--- config.mk ---
export PLATFORM = sky130hd
export DESIGN_NAME = edit_distance_threshold_filter_top_flat
export DESIGN_NICKNAME = d
export VERILOG_FILES = /design/src/edtf_pkg.sv /design/src/edtf_in_if.sv /design/src/edtf_out_if.sv /design/src/edtf_cell.sv /design/src/edit_distance_threshold_filter_top.sv /design/src/flat_wrapper.sv
export SDC_FILE = /design/constraint.sdc
export NUM_CORES = 2
export LEC_CHECK = 0
export BUFFER_PORTS_ARGS = -buffer_cell sky130_fd_sc_hd__buf_4
export CAP_MARGIN = 10
export CORE_ASPECT_RATIO = 1.5
export CORE_MARGIN = 4
export CORE_UTILIZATION = 30
export CTS_BUF_LIST = sky130_fd_sc_hd__clkbuf_2
export CTS_CLUSTER_DIAMETER = 100
export CTS_CLUSTER_SIZE = 14
export DETAILED_ROUTE_END_ITERATION = 10
export GPL_TIMING_DRIVEN = 0
export PLACE_DENSITY = 0.44
export SYNTH_ARGS = -nofsm -noshare
export SYNTH_HDL_FRONTEND = slang
export SYNTH_SLANG_ARGS = --single-unit
--- constraint.sdc ---
create_clock -name clk -period 6.4 [get_ports clk]
set_clock_uncertainty 0.2 [all_clocks]
set_input_delay 0.64 -clock clk [delete_from_list [all_inputs] [get_ports clk]]
set_output_delay 0.64 -clock clk [all_outputs]
set_load 0.005 [all_outputs]
--- src/edtf_pkg.sv ---
// Package for the edit distance threshold filter.
// Holds the shared types, the cost constants and the saturating increment.
// Has no dependencies; the cell, the top and the checker refer to it by scoped names.
package edtf_pkg;

    localparam int SYM_W  = 8;
    localparam int COST_W = 8;
    localparam int NUM_W  = 16;

    localparam logic [COST_W-1:0] COST_MAX           = 8'hFF;
    localparam logic [COST_W-1:0] STEP_COST          = 8'd1;
    localparam logic [COST_W-1:0] MAX_DISTANCE_RESET = 8'd2;

    typedef enum logic {
        KIND_QUERY = 1'b0,
        KIND_DICT  = 1'b1
    } kind_t;

    // One dictionary symbol travelling along the row of cells.
    typedef struct packed {
        logic              valid;
        logic              start;        // first symbol of a word: use the initial row
        logic              last;
        logic [SYM_W-1:0]  sym;
        logic [COST_W-1:0] new_cost;     // updated cost of the sending cell
        logic [COST_W-1:0] old_cost;     // cost of the sending cell before the update
        logic [COST_W-1:0] result_cost;  // cost captured at the query length
    } token_t;

    function automatic logic [COST_W-1:0] sat_inc(input logic [COST_W-1:0] v);
        return (v == COST_MAX) ? COST_MAX : v + STEP_COST;
    endfunction

endpackage

--- src/edtf_in_if.sv ---
// Input channel of the edit distance threshold filter: valid/ready plus payload.
// Depends on nothing; field widths follow the package constants in value.
interface edtf_in_if;
    logic       valid;
    logic       ready;
    logic       kind;
    logic [7:0] symbol;
    logic       last;

    modport source (output valid, kind, symbol, last, input ready);
    modport sink   (input valid, kind, symbol, last, output ready);
endinterface

--- src/edtf_out_if.sv ---
// Result channel of the edit distance threshold filter: valid/ready plus payload.
// Depends on nothing.
interface edtf_out_if;
    logic        valid;
    logic        ready;
    logic [7:0]  distance;
    logic        within_limit;
    logic [15:0] word_number;
    logic        query_too_long;

    modport source (output valid, distance, within_limit, word_number, query_too_long,
                    input ready);
    modport sink   (input valid, distance, within_limit, word_number, query_too_long,
                    output ready);
endinterface

--- src/edtf_cell.sv ---
// One cell of the cost row: holds one query symbol and one cost entry.
// Depends on edtf_pkg for the token type and the saturating increment.
module edtf_cell #(
    parameter int IDX   = 1,
    parameter int LEN_W = 6
) (
    input  logic                            clk,
    input  logic                            rst_n,
    input  logic                            adv,
    input  logic                            q_we,
    input  logic [LEN_W-1:0]                q_idx,
    input  logic [edtf_pkg::SYM_W-1:0]      q_sym,
    input  logic [LEN_W-1:0]                len,
    input  edtf_pkg::token_t                tok_in,
    output edtf_pkg::token_t                tok_out
);

    localparam logic [edtf_pkg::COST_W-1:0] INIT =
        (IDX > 255) ? edtf_pkg::COST_MAX : edtf_pkg::COST_W'(IDX);
    localparam logic [LEN_W-1:0] Q_IDX  = LEN_W'(IDX - 1);
    localparam logic [LEN_W-1:0] MY_LEN = LEN_W'(IDX);

    logic [edtf_pkg::SYM_W-1:0]  q_reg;
    logic [edtf_pkg::COST_W-1:0] cost_reg;
    edtf_pkg::token_t            tok_reg;
    edtf_pkg::token_t            tok_next;

    logic [edtf_pkg::COST_W-1:0] up;
    logic [edtf_pkg::COST_W-1:0] best;
    logic [edtf_pkg::COST_W-1:0] cost_next;

    always_comb
    begin
        up   = tok_in.start ? INIT : cost_reg;
        best = tok_in.old_cost;
        if (tok_in.new_cost < best)
        begin
            best = tok_in.new_cost;
        end
        if (up < best)
        begin
            best = up;
        end
        // A matching symbol takes the diagonal cost unchanged.
        if (q_reg == tok_in.sym)
        begin
            cost_next = tok_in.old_cost;
        end
        else
        begin
            cost_next = edtf_pkg::sat_inc(best);
        end

        tok_next             = tok_in;
        tok_next.new_cost    = cost_next;
        tok_next.old_cost    = up;
        tok_next.result_cost = (len == MY_LEN) ? cost_next : tok_in.result_cost;
    end

    always_ff @(posedge clk or negedge rst_n)
    begin
        if (!rst_n)
        begin
            tok_reg <= '0;
        end
        else if (adv)
        begin
            tok_reg <= tok_next;
        end
    end

    always_ff @(posedge clk)
    begin
        if (adv && tok_in.valid)
        begin
            cost_reg <= cost_next;
        end
        if (q_we && (q_idx == Q_IDX))
        begin
            q_reg <= q_sym;
        end
    end

    assign tok_out = tok_reg;

endmodule

--- src/edit_distance_threshold_filter_top.sv ---
// A word's result passes the head stage, the row of cells and then the output register.
// Throughput: one dictionary symbol per cycle unless the output stalls, set by the row of
// MAX_QUERY cells walked one cell per cycle; a query symbol waits until that row is empty.
// Reset (rst_n, asynchronous, active low): empty row and query, max_distance = 2.
// Depends on edtf_pkg, edtf_in_if, edtf_out_if and edtf_cell.
module edit_distance_threshold_filter_top #(
    parameter int MAX_QUERY = 32
) (
    input  logic          clk,
    input  logic          rst_n,
    edtf_in_if.sink       items,
    edtf_out_if.source    results,
    input  logic          cfg_we,
    input  logic [7:0]    cfg_wdata
);

    // Query length runs from zero to MAX_QUERY inclusive.
    localparam int LEN_W = $clog2(MAX_QUERY + 1);

    // Configuration register.
    logic [7:0] max_distance_reg;

    // Query state. The query symbols themselves live in the cells.
    logic [LEN_W-1:0] qlen_reg, qlen_next;
    logic             closed_reg, closed_next;
    logic             overflow_reg, overflow_next;
    logic             word_open_reg, word_open_next;
    logic [edtf_pkg::NUM_W-1:0] word_cnt_reg, word_cnt_next;

    // Column zero of the cost row and the head stage of the chain.
    logic [edtf_pkg::COST_W-1:0] cost0_reg;
    edtf_pkg::token_t            head_tok;
    edtf_pkg::token_t            head_tok_reg;
    logic [edtf_pkg::COST_W-1:0] old0;
    logic [edtf_pkg::COST_W-1:0] new0;

    // Output register.
    logic                        out_valid_reg, out_valid_next;
    logic [edtf_pkg::COST_W-1:0] out_dist_reg;
    logic                        out_within_reg;
    logic [edtf_pkg::NUM_W-1:0]  out_num_reg;
    logic                        out_long_reg;

    // Chain of tokens: entry 0 is the head stage, entry i the output of cell i.
    edtf_pkg::token_t tok [MAX_QUERY+1];
    logic [MAX_QUERY:0] busy;
    logic               chain_empty;
    edtf_pkg::token_t   tail;

    logic             adv;
    logic             acc;
    logic             q_acc;
    logic             d_acc;
    logic             capture;
    logic [LEN_W-1:0] eff_len;
    logic             q_fits;
    logic             q_we;

    // The whole chain advances together whenever the output register can take a result,
    // so a stalled result freezes every transaction in flight without losing any.
    assign adv         = !out_valid_reg || results.ready;
    assign chain_empty = ~|busy;
    assign tail        = tok[MAX_QUERY];
    assign capture     = adv && tail.valid && tail.last;

    // Dictionary symbols flow in every cycle that adv is high; a query symbol rewrites the
    // cells, so it is held back until no dictionary transaction is left in the chain.
    assign items.ready = adv && ((items.kind == edtf_pkg::KIND_DICT) || chain_empty);
    assign acc         = items.valid && items.ready;
    assign q_acc       = acc && (items.kind == edtf_pkg::KIND_QUERY);
    assign d_acc       = acc && (items.kind == edtf_pkg::KIND_DICT);

    // A query symbol after a closed query starts a new one at position zero.
    assign eff_len = closed_reg ? '0 : qlen_reg;
    assign q_fits  = eff_len < LEN_W'(MAX_QUERY);
    assign q_we    = q_acc && q_fits;

    always_comb
    begin
        qlen_next      = qlen_reg;
        closed_next    = closed_reg;
        overflow_next  = overflow_reg;
        word_open_next = word_open_reg;
        word_cnt_next  = word_cnt_reg;

        if (q_acc)
        begin
            word_open_next = 1'b0;
            qlen_next      = eff_len;
            if (closed_reg)
            begin
                overflow_next = 1'b0;
                word_cnt_next = '0;
            end
            if (q_fits)
            begin
                qlen_next = eff_len + LEN_W'(1);
            end
            else
            begin
                overflow_next = 1'b1;
            end
            closed_next = items.last;
        end
        else if (d_acc)
        begin
            // A dictionary symbol closes any query still being loaded.
            closed_next    = 1'b1;
            word_open_next = !items.last;
        end

        // Results are numbered as they leave the chain; a new query can only start
        // once the chain is empty, so this never coincides with the clear above.
        if (capture)
        begin
            word_cnt_next = word_cnt_reg + edtf_pkg::NUM_W'(1);
        end
    end

    // Column zero simply counts the symbols of the word, saturating.
    always_comb
    begin
        old0                 = word_open_reg ? cost0_reg : '0;
        new0                 = edtf_pkg::sat_inc(old0);
        head_tok.valid       = d_acc;
        head_tok.start       = !word_open_reg;
        head_tok.last        = items.last;
        head_tok.sym         = items.symbol;
        head_tok.new_cost    = new0;
        head_tok.old_cost    = old0;
        head_tok.result_cost = (qlen_reg == '0) ? new0 : '0;
    end

    assign out_valid_next = adv ? (tail.valid && tail.last) : out_valid_reg;

    always_ff @(posedge clk or negedge rst_n)
    begin
        if (!rst_n)
        begin
            max_distance_reg <= edtf_pkg::MAX_DISTANCE_RESET;
            qlen_reg         <= '0;
            closed_reg       <= 1'b1;
            overflow_reg     <= 1'b0;
            word_open_reg    <= 1'b0;
            word_cnt_reg     <= '0;
            head_tok_reg     <= '0;
            out_valid_reg    <= 1'b0;
        end
        else
        begin
            if (cfg_we)
            begin
                max_distance_reg <= cfg_wdata;
            end
            qlen_reg      <= qlen_next;
            closed_reg    <= closed_next;
            overflow_reg  <= overflow_next;
            word_open_reg <= word_open_next;
            word_cnt_reg  <= word_cnt_next;
            if (adv)
            begin
                head_tok_reg <= head_tok;
            end
            out_valid_reg <= out_valid_next;
        end
    end

    always_ff @(posedge clk)
    begin
        if (d_acc)
        begin
            cost0_reg <= new0;
        end
        if (capture)
        begin
            out_dist_reg   <= tail.result_cost;
            out_within_reg <= (tail.result_cost <= max_distance_reg);
            out_num_reg    <= word_cnt_reg + edtf_pkg::NUM_W'(1);
            out_long_reg   <= overflow_reg;
        end
    end

    // The row of cells, one per query position.
    assign tok[0]  = head_tok_reg;
    assign busy[0] = head_tok_reg.valid;

    for (genvar i = 1; i <= MAX_QUERY; i++)
    begin : g_cell
        edtf_cell #(
            .IDX   (i),
            .LEN_W (LEN_W)
        ) u_cell (
            .clk     (clk),
            .rst_n   (rst_n),
            .adv     (adv),
            .q_we    (q_we),
            .q_idx   (eff_len),
            .q_sym   (items.symbol),
            .len     (qlen_reg),
            .tok_in  (tok[i-1]),
            .tok_out (tok[i])
        );
        assign busy[i] = tok[i].valid;
    end

    assign results.valid          = out_valid_reg;
    assign results.distance       = out_dist_reg;
    assign results.within_limit   = out_within_reg;
    assign results.word_number    = out_num_reg;
    assign results.query_too_long = out_long_reg;

endmodule

--- src/flat_wrapper.sv ---
// flat-port wrapper written by rule: the top's interface ports become plain ports
module edit_distance_threshold_filter_top_flat 
#(
    parameter int MAX_QUERY = 32
)
  (clk, rst_n, cfg_we, cfg_wdata, items_valid, items_kind, items_symbol, items_last, items_ready, results_valid, results_distance, results_within_limit, results_word_number, results_query_too_long, results_ready);
  edtf_in_if items_i ();
  edtf_out_if results_i ();
  input  logic clk;
  input  logic rst_n;
  input  logic cfg_we;
  input  logic [7:0] cfg_wdata;
  input wire logic [$bits(items_i.valid)-1:0] items_valid;
  input wire logic [$bits(items_i.kind)-1:0] items_kind;
  input wire logic [$bits(items_i.symbol)-1:0] items_symbol;
  input wire logic [$bits(items_i.last)-1:0] items_last;
  output wire logic [$bits(items_i.ready)-1:0] items_ready;
  output wire logic [$bits(results_i.valid)-1:0] results_valid;
  output wire logic [$bits(results_i.distance)-1:0] results_distance;
  output wire logic [$bits(results_i.within_limit)-1:0] results_within_limit;
  output wire logic [$bits(results_i.word_number)-1:0] results_word_number;
  output wire logic [$bits(results_i.query_too_long)-1:0] results_query_too_long;
  input wire logic [$bits(results_i.ready)-1:0] results_ready;
  assign items_i.valid = items_valid;
  assign items_i.kind = items_kind;
  assign items_i.symbol = items_symbol;
  assign items_i.last = items_last;
  assign items_ready = items_i.ready;
  assign results_valid = results_i.valid;
  assign results_distance = results_i.distance;
  assign results_within_limit = results_i.within_limit;
  assign results_word_number = results_i.word_number;
  assign results_query_too_long = results_i.query_too_long;
  assign results_i.ready = results_ready;
  edit_distance_threshold_filter_top #(.MAX_QUERY(MAX_QUERY)) u_core (.clk(clk), .rst_n(rst_n), .items(items_i), .results(results_i), .cfg_we(cfg_we), .cfg_wdata(cfg_wdata));
endmodule
Yosys cells after proc, flatten, opt, wreduce, memory -nomap -nowiden
Cells that the tools add are included.
W data, S select, Z words.
{ "classes": {"eq_ne": 129, "bitwise_logic": 1, "n_reduce_logical": 86, "order_cmp": 66, "n_mux": 206, "n_addsub": 35} }
{ "ops": {"columns": ["operator", "count"], "rows": [
  ["$mux W8", 195],
  ["$lt A8 B8 Y1", 64],
  ["$add A8 B1 Y8 const B", 33],
  ["$eq A8 B8 Y1 const B", 33],
  ["$eq A8 B8 Y1", 32],
  ["$eq A6 B5 Y1 const B", 32],
  ["$eq A6 B4 Y1 const B", 16],
  ["$logic_and A1 B1 Y1", 72],
  ["$eq A6 B3 Y1 const B", 8],
  ["$mux W16", 3],
  ["$reduce_or A33 Y1", 1],
  ["$eq A6 B2 Y1 const B", 4],
  ["$add A16 B1 Y16 const B", 1],
  ["$eq A6 B1 Y1 const B", 2],
  ["$logic_not A6 Y1", 2],
  ["$mux W6", 2],
  ["$le A8 B8 Y1", 1],
  ["$add A6 B1 Y6 const B", 1],
  ["$eq A6 B6 Y1 const B", 1],
  ["$lt A6 B6 Y1 const B", 1],
  ["$mux W1", 6],
  ["$reduce_bool A2 Y1", 3],
  ["$logic_not A1 Y1", 4],
  ["$reduce_and A2 Y1", 2],
  ["3 further kinds", 4]
]} }
{ "totals": {"register_bits": 1710, "inputBits": 23, "out_inout_bits": 28} }

Longest topological paths before layout
{ "depth": {"word_depth": 8, "depth_mapped": 29, "ltp_nobuf": 26} }

Hierarchy
A second synthesis with hierarchy kept.
{ "unflattened": {"hier_cells": 9795, "hier_area_um2": 104201.2} }
{ "modules_own_cells": {"columns": ["module", "instances", "area_per_inst_um2", "cells_per_inst", "seq_area_each_um2"], "rows": [
  ["edit_distance_threshold_filter_top", 1, 4581.9, 413, 2750.1],
  ["edtf_cell (u_core.g_cell[32].u_cell)", 1, 3234.4, 301, 1356.3],
  ["edtf_cell (u_core.g_cell[8].u_cell)", 1, 3215.6, 292, 1356.3],
  ["edtf_cell (u_core.g_cell[16].u_cell)", 1, 3199.3, 311, 1356.3],
  ["edtf_cell (u_core.g_cell[26].u_cell)", 1, 3195.6, 308, 1356.3],
  ["edtf_cell (u_core.g_cell[24].u_cell)", 1, 3180.6, 297, 1356.3],
  ["edtf_cell (u_core.g_cell[20].u_cell)", 1, 3175.5, 293, 1356.3],
  ["edtf_cell (u_core.g_cell[7].u_cell)", 1, 3159.3, 291, 1356.3],
  ["edtf_cell (u_core.g_cell[4].u_cell)", 1, 3153.0, 289, 1356.3],
  ["edtf_cell (u_core.g_cell[23].u_cell)", 1, 3146.8, 311, 1356.3],
  ["edtf_cell (u_core.g_cell[5].u_cell)", 1, 3135.5, 289, 1356.3],
  ["edtf_cell (u_core.g_cell[25].u_cell)", 1, 3130.5, 292, 1356.3],
  ["edtf_cell (u_core.g_cell[27].u_cell)", 1, 3115.5, 296, 1356.3],
  ["edtf_cell (u_core.g_cell[6].u_cell)", 1, 3114.2, 293, 1356.3],
  ["19 more rows", null, null, null, null]
]} }

Worst setup path before layout
Ideal clock, no wire load.
{ "synth_timing": {"kind": "reg2reg", "start": "reg u_core.g_cell[2].u_cell.tok_reg (netlist bit u_core.g_cell[2].u_cell.tok_out[11])", "end": "reg u_core.g_cell[3].u_cell.tok_reg (netlist bit u_core.g_cell[3].u_cell.tok_out[2])", "setup_slack_ns": 0.701, "path_buffers": 3, "period_less_slack_ns": 5.699, "t_arrival_ns": 5.417, "stages_incl_launch_ff": 26, "required_ns": 6.118, "cell_sequence": "dfrtp_1 inv_1 ha_1 a21oi_1 o21ai_0 a21oi_1 buf_2 buf_1 mux2i_1 ha_1 a21o_1 a21oi_1 o221ai_1 a31oi_2 clkbuf_1 a211oi_1 a21oi_1 ha_1 inv_1 or4_1 nor3_1 nand2_1 nand3_1 a2bb2oi_1 nand2_1 a31oi_1"} }
{ "synth_between": {"elab_chain_cells": 8} }
{ "synth_lines": {"columns": ["element", "line", "rtl"], "rows": [
  ["from (decl)", "edtf_cell.sv:25", "edtf_pkg::token_t tok_reg;"],
  ["from (signal assigned)", "edtf_cell.sv:68", "tok_reg <= tok_next;"],
  ["$lt A8 B8 Y1", "edtf_cell.sv:36", "if (tok_in.new_cost < best)"],
  ["$mux W8 *", "edtf_cell.sv:36", null],
  ["$lt A8 B8 Y1", "edtf_cell.sv:40", "if (up < best)"],
  ["$mux W8 *", "edtf_cell.sv:40", null],
  ["$add A8 B1 Y8 / $eq A8 B8 Y1 (equally long branches)", "edtf_pkg.sv:31", "return (v == COST_MAX) ? COST_MAX : v + STEP_COST;"],
  ["$mux W8 *", "edtf_pkg.sv:31", null],
  ["$mux W8 *", "edtf_cell.sv:45", "if (q_reg == tok_in.sym)"],
  ["net u_core.g_cell[3].u_cell.cost_next (one bit)", "edtf_cell.sv:30", "logic [edtf_pkg::COST_W-1:0] cost_next;"],
  ["$mux W8 *", "edtf_cell.sv:57", "tok_next.result_cost = (len == MY_LEN) ? cost_next : tok_in.result_cost;"],
  ["to (signal assigned)", "edtf_cell.sv:68", null],
  ["to (decl)", "edtf_cell.sv:25", null]
]} }
The timed path passes the listed nets; every way through them passes the cells marked *.
A chain may end at the register's enable or synchronous reset.

Worst setup path after layout
{ "layout_timing": {"start": "reg u_core.g_cell[8].u_cell.tok_reg (netlist bit u_core.g_cell[8].u_cell.tok_out[34])", "end": "reg u_core.g_cell[10].u_cell.q_reg[7] in the netlist's numbering (enable)"} }
{ "layout_between": {"elab_chain_cells": 8} }
{ "layout_lines": {"columns": ["element", "line", "rtl"], "rows": [
  ["from (decl)", "edtf_cell.sv:25", null],
  ["from (signal assigned)", "edtf_cell.sv:68", null],
  ["$reduce_or A33 Y1", "edit_distance_threshold_filter_top.sv:62", "assign chain_empty = ~|busy;"],
  ["$logic_not A1 Y1", "edit_distance_threshold_filter_top.sv:62", null],
  ["$logic_or A1 B1 Y1", "edit_distance_threshold_filter_top.sv:68", "assign items.ready = adv && ((items.kind == edtf_pkg::KIND_DICT) || chain_empty);"],
  ["$logic_and A1 B1 Y1", "edit_distance_threshold_filter_top.sv:68", null],
  ["$logic_and A1 B1 Y1", "edit_distance_threshold_filter_top.sv:69", "assign acc = items.valid && items.ready;"],
  ["$logic_and A1 B1 Y1", "edit_distance_threshold_filter_top.sv:70", "assign q_acc = acc && (items.kind == edtf_pkg::KIND_QUERY);"],
  ["$logic_and A1 B1 Y1", "edit_distance_threshold_filter_top.sv:76", "assign q_we = q_acc && q_fits;"],
  ["$logic_and A1 B1 Y1", "edtf_cell.sv:78", "if (q_we && (q_idx == Q_IDX))"],
  ["to (signal assigned)", "edtf_cell.sv:80", "q_reg <= q_sym;"],
  ["to (decl)", "edtf_cell.sv:23", "logic [edtf_pkg::SYM_W-1:0] q_reg;"]
]} }
No other way between the ends.

==> summary.md <==
| Metric | Value |
|---|---|
| Status | `finished clean` |
| GR Overflow Total | `0` |
| Post-synthesis async set-or-reset flop share | `0.6807` |
| Synth warn | `0` |
| Clock Latency Late Sink | `1.96 ns` |
| Crit-path slowest cell | `nor2_1` |
| TritonRoute pass-1 iters | `6` |
| Wl on met1 | `154800 µm` |
| Unique masters post-synth | `110` |
| GRT Util Overall | `0.2462` |
| Most common cell after layout, fill and taps aside | `nand2_1` |
| Worst path most repeated cell | `nor2_1` |
| H-tree levels | `4` |
| Number of synthesized flops with an enable pin | `546` |
| Routed len/inst | `27.58 µm` |
| Most frequent cells in the layout | `2183 x nand2_1, 1134 x dfrtp_1, 825 x nor2_1, 546 x edfxtp_1, 538 x a21oi_1` |
| Register bit total from synthesis | `1710` |
| Vias per inst | `5.353` |
| Synth Area per Inst | `9.234 µm²` |
| TritonCTS clock tree | `yes` |
| Final hold slack | `0.1669 ns` |
| Antenna violations before repair | `38` |
| Clock Path Buffers | `4` |
| Max_cap viols | `0` |
| Syn nets | `11.17k` |
| CTS Root Cell | `clkbuf_2` |
| Relative slew slack | `0.07819` |
| CP cell instances | `nor4_1 > nand4_1 > nor3_1 > o211ai_1 > nor2_1 > clkbuf_1 > nand2_1 > nor2_1 > and2_1` |
| Final wirelength | `425500 µm` |
| Max Slew Vio Count | `0` |
| Max stage delay on crit path | `0.99 ns` |
| Clock transition at path regs | `0.31 ns` |
| Post-route ant nets | `0` |
| Via count | `82.59k` |
| Final hold vios | `0` |
| WP data required | `7.63 ns` |
| Starting DRT DRC Count | `5421` |
| Site Rows | `257` |
| Tcrit/Tclk final | `0.9808` |
| DRC Markers | `0` |
| Met2 wire len | `223600 µm` |
| Post-synthesis cell area | `98400 µm²` |
| Placer Congestion | `0.9301` |
| Final nets | `11.55k` |
| Hold Crit Class | `input pin to flip-flop` |
| Clk sink count | `1710` |
| RSZ-0062 raised after global routing | `yes` |
| Largest register FFs | `1095` |
| Layout cells sized above 1 | `0.09771` |
| Worst Path Arrival | `7.50 ns` |
| Fin crit period | `6.277 ns` |
| Dpl hpwl | `326000 µm` |
| WS Path Type | `flip-flop to flip-flop` |
| Die X | `475.6 µm` |
| Top Layer Used | `met5` |
| Initial Utilization | `0.3012` |
| First-pass GRT wire length | `607700 µm` |
| Die Height | `709.4 µm` |
| Largest net degree at the start of global routing | `161` |
| Worst Setup Start Kind | `flip-flop` |
| Num CTS Buffers | `148` |
| Port bufs | `49` |
| Vias in the first global route | `85.07k` |
| Sequential-to-total area share from yosys stat | `0.4627` |
| Metal3 WL | `15660 µm` |
| Fin util | `0.3357` |
| Setup violators final | `0` |
| Worst-margin pin slew | `1.383 ns` |
| Core footprint | `326700 µm²` |
| Crit path capture type | `flip-flop` |
| Ys flop type | `dfrtp_1` |
| Crit Path Max Fanout | `10` |
| Die area | `337400 µm²` |
| FMAX | `0.1593 GHz` |
| Mapped Cells | `10.66k` |
| Area grow syn2layout | `11.47%` |
| Ports | `51` |
==> cells by family (layout without fill, tap and decap cells) <==
logic type,count (synthesis),count (layout),synth area share
AO/OA/AOI/OAI,2112,2112,0.1400
XOR/XNOR,438,438,0.03898
adder cells (fa/ha/maj),494,494,0.06281
buffers and inverters,939,1418,0.03687
flip-flops,1710,1710,0.4627
multiplexers,571,571,0.06028
other,0,22,0
AND/OR/NAND/NOR,4392,4392,0.1984
==> stage by stage <==
stage / cells / cell area (µm²) / setup TNS [ns] / setup WS (ns)
2_1_floorplan: 10660 / 98400 / 0 / 0.7009
3_3_place_gp: 14980 / 104100 / - / -11.13
3_5_place_dp: 15030 / 105200 / -124.79 / -1.242
4_1_cts: 15370 / 108400 / 0 / 0.004502
5_1_grt: 15420 / 109700 / -0.1449 / -0.03394
6_report: 15430 / 109700 / 0 / 0.1226
==> cell usage after synthesis, types with 20 or more instances <==
master / number / area share
o21ai_0: 495 / 0.025
o22a_1: 31 / 0.0028
o31a_1: 20 / 0.0018
a211o_1: 49 / 0.0044
o31ai_1: 58 / 0.0044
buf_1: 24 / 0.00092
o21a_1: 85 / 0.0065
buf_2: 68 / 0.0035
and2_1: 108 / 0.0069
nand4_1: 165 / 0.010
mux2i_1: 418 / 0.043
or2_2: 22 / 0.0014
nand2b_1: 122 / 0.0078
nand2_1: 2187 / 0.083
nand3_1: 339 / 0.017
nand3b_1: 21 / 0.0016
a31oi_1: 104 / 0.0066
inv_1: 484 / 0.018
a211oi_1: 65 / 0.0050
o22ai_1: 46 / 0.0029
a21oi_1: 598 / 0.030
nor4_1: 96 / 0.0061
nor2_1: 828 / 0.032
a31o_2: 20 / 0.0018
clkbuf_1: 357 / 0.014
a21o_1: 168 / 0.013
mux2_2: 150 / 0.017
ha_1: 494 / 0.063
or3_1: 33 / 0.0021
nor2b_1: 132 / 0.0084
xnor2_1: 132 / 0.012
a22o_1: 27 / 0.0024
dfrtp_1: 1162 / 0.30
xor2_1: 306 / 0.027
nor3_1: 127 / 0.0065
edfxtp_1: 546 / 0.17
o211ai_1: 62 / 0.0047
and3_1: 140 / 0.0089
a22oi_1: 29 / 0.0022
==> worst max-delay path, delay by kind of cell, from the launching register on <==
kind            cells  cell delay [ns]
simple gates        7             4.11
buf+inv             1             0.42
flops               1             0.51
compound gates      1             0.47
==> path summary, 6_finish.rpt <==
| check | from | slack [ns] | to | depth (start not counted) |
|---|---|---|---|---|
| worst min-delay path | items_symbol[5] | 0.17 | u_core.g_cell[9].u_cell.q_reg[5] | 4 |
| max in group asynchronous | rst_n | 2.53 | u_core.g_cell[31].u_cell.tok_out[29] | 8 |
| worst max register to register | u_core.g_cell[8].u_cell.tok_out[34] | 0.12 | u_core.g_cell[10].u_cell.q_reg[7] | 9 |
| worst min register to register | u_core.g_cell[6].u_cell.tok_out[32] | 0.25 | u_core.g_cell[7].u_cell.tok_out[32] | 2 |
| min in group asynchronous | rst_n | 0.24 | u_core.g_cell[10].u_cell.tok_out[26] | 4 |
| worst max-delay path | u_core.g_cell[8].u_cell.tok_out[34] | 0.12 | u_core.g_cell[10].u_cell.q_reg[7] | 9 |
==> per-layer routing <==
metal | vias to the layer above | track usage
li1 | 38210 | -
met1 | 41280 | 0.2630
met5 | - | 0
met3 | 875 | 0.02465
met2 | 2217 | 0.4610
met4 | 6 | 0.1526
==> repair_timing <==
| action | in CTS | in global routing |
|---|---|---|
| hold buffers | 74 | 0 |
| endpoints found under the hold margin | 1106 | 0 |
| resized for setup | 181 | 217 |
| setup buffers | 23 | 48 |
| cloned | 0 | 0 |
| setup endpoints to repair | 375 | 523 |
| pin swaps | 16 | 30 |
==> cell type report <==
class                           count  area (µm²)
Clock buffer                      250        1251
Multi-Input combinational cell   8007       50900
Sequential cell                  1710       45560
Tap cell                         4273        5346
Buffer                            433        1917
Antenna cell                       22       55.05
Clock inverter                      5       22.52
Fill cell                       34020      217000
Timing Repair Buffer              245        2813
Inverter                          485        1821
Power is left out: the tool's default activity adds up to more than one toggle a clock period on the data nets, which glitch-free logic cannot reach.
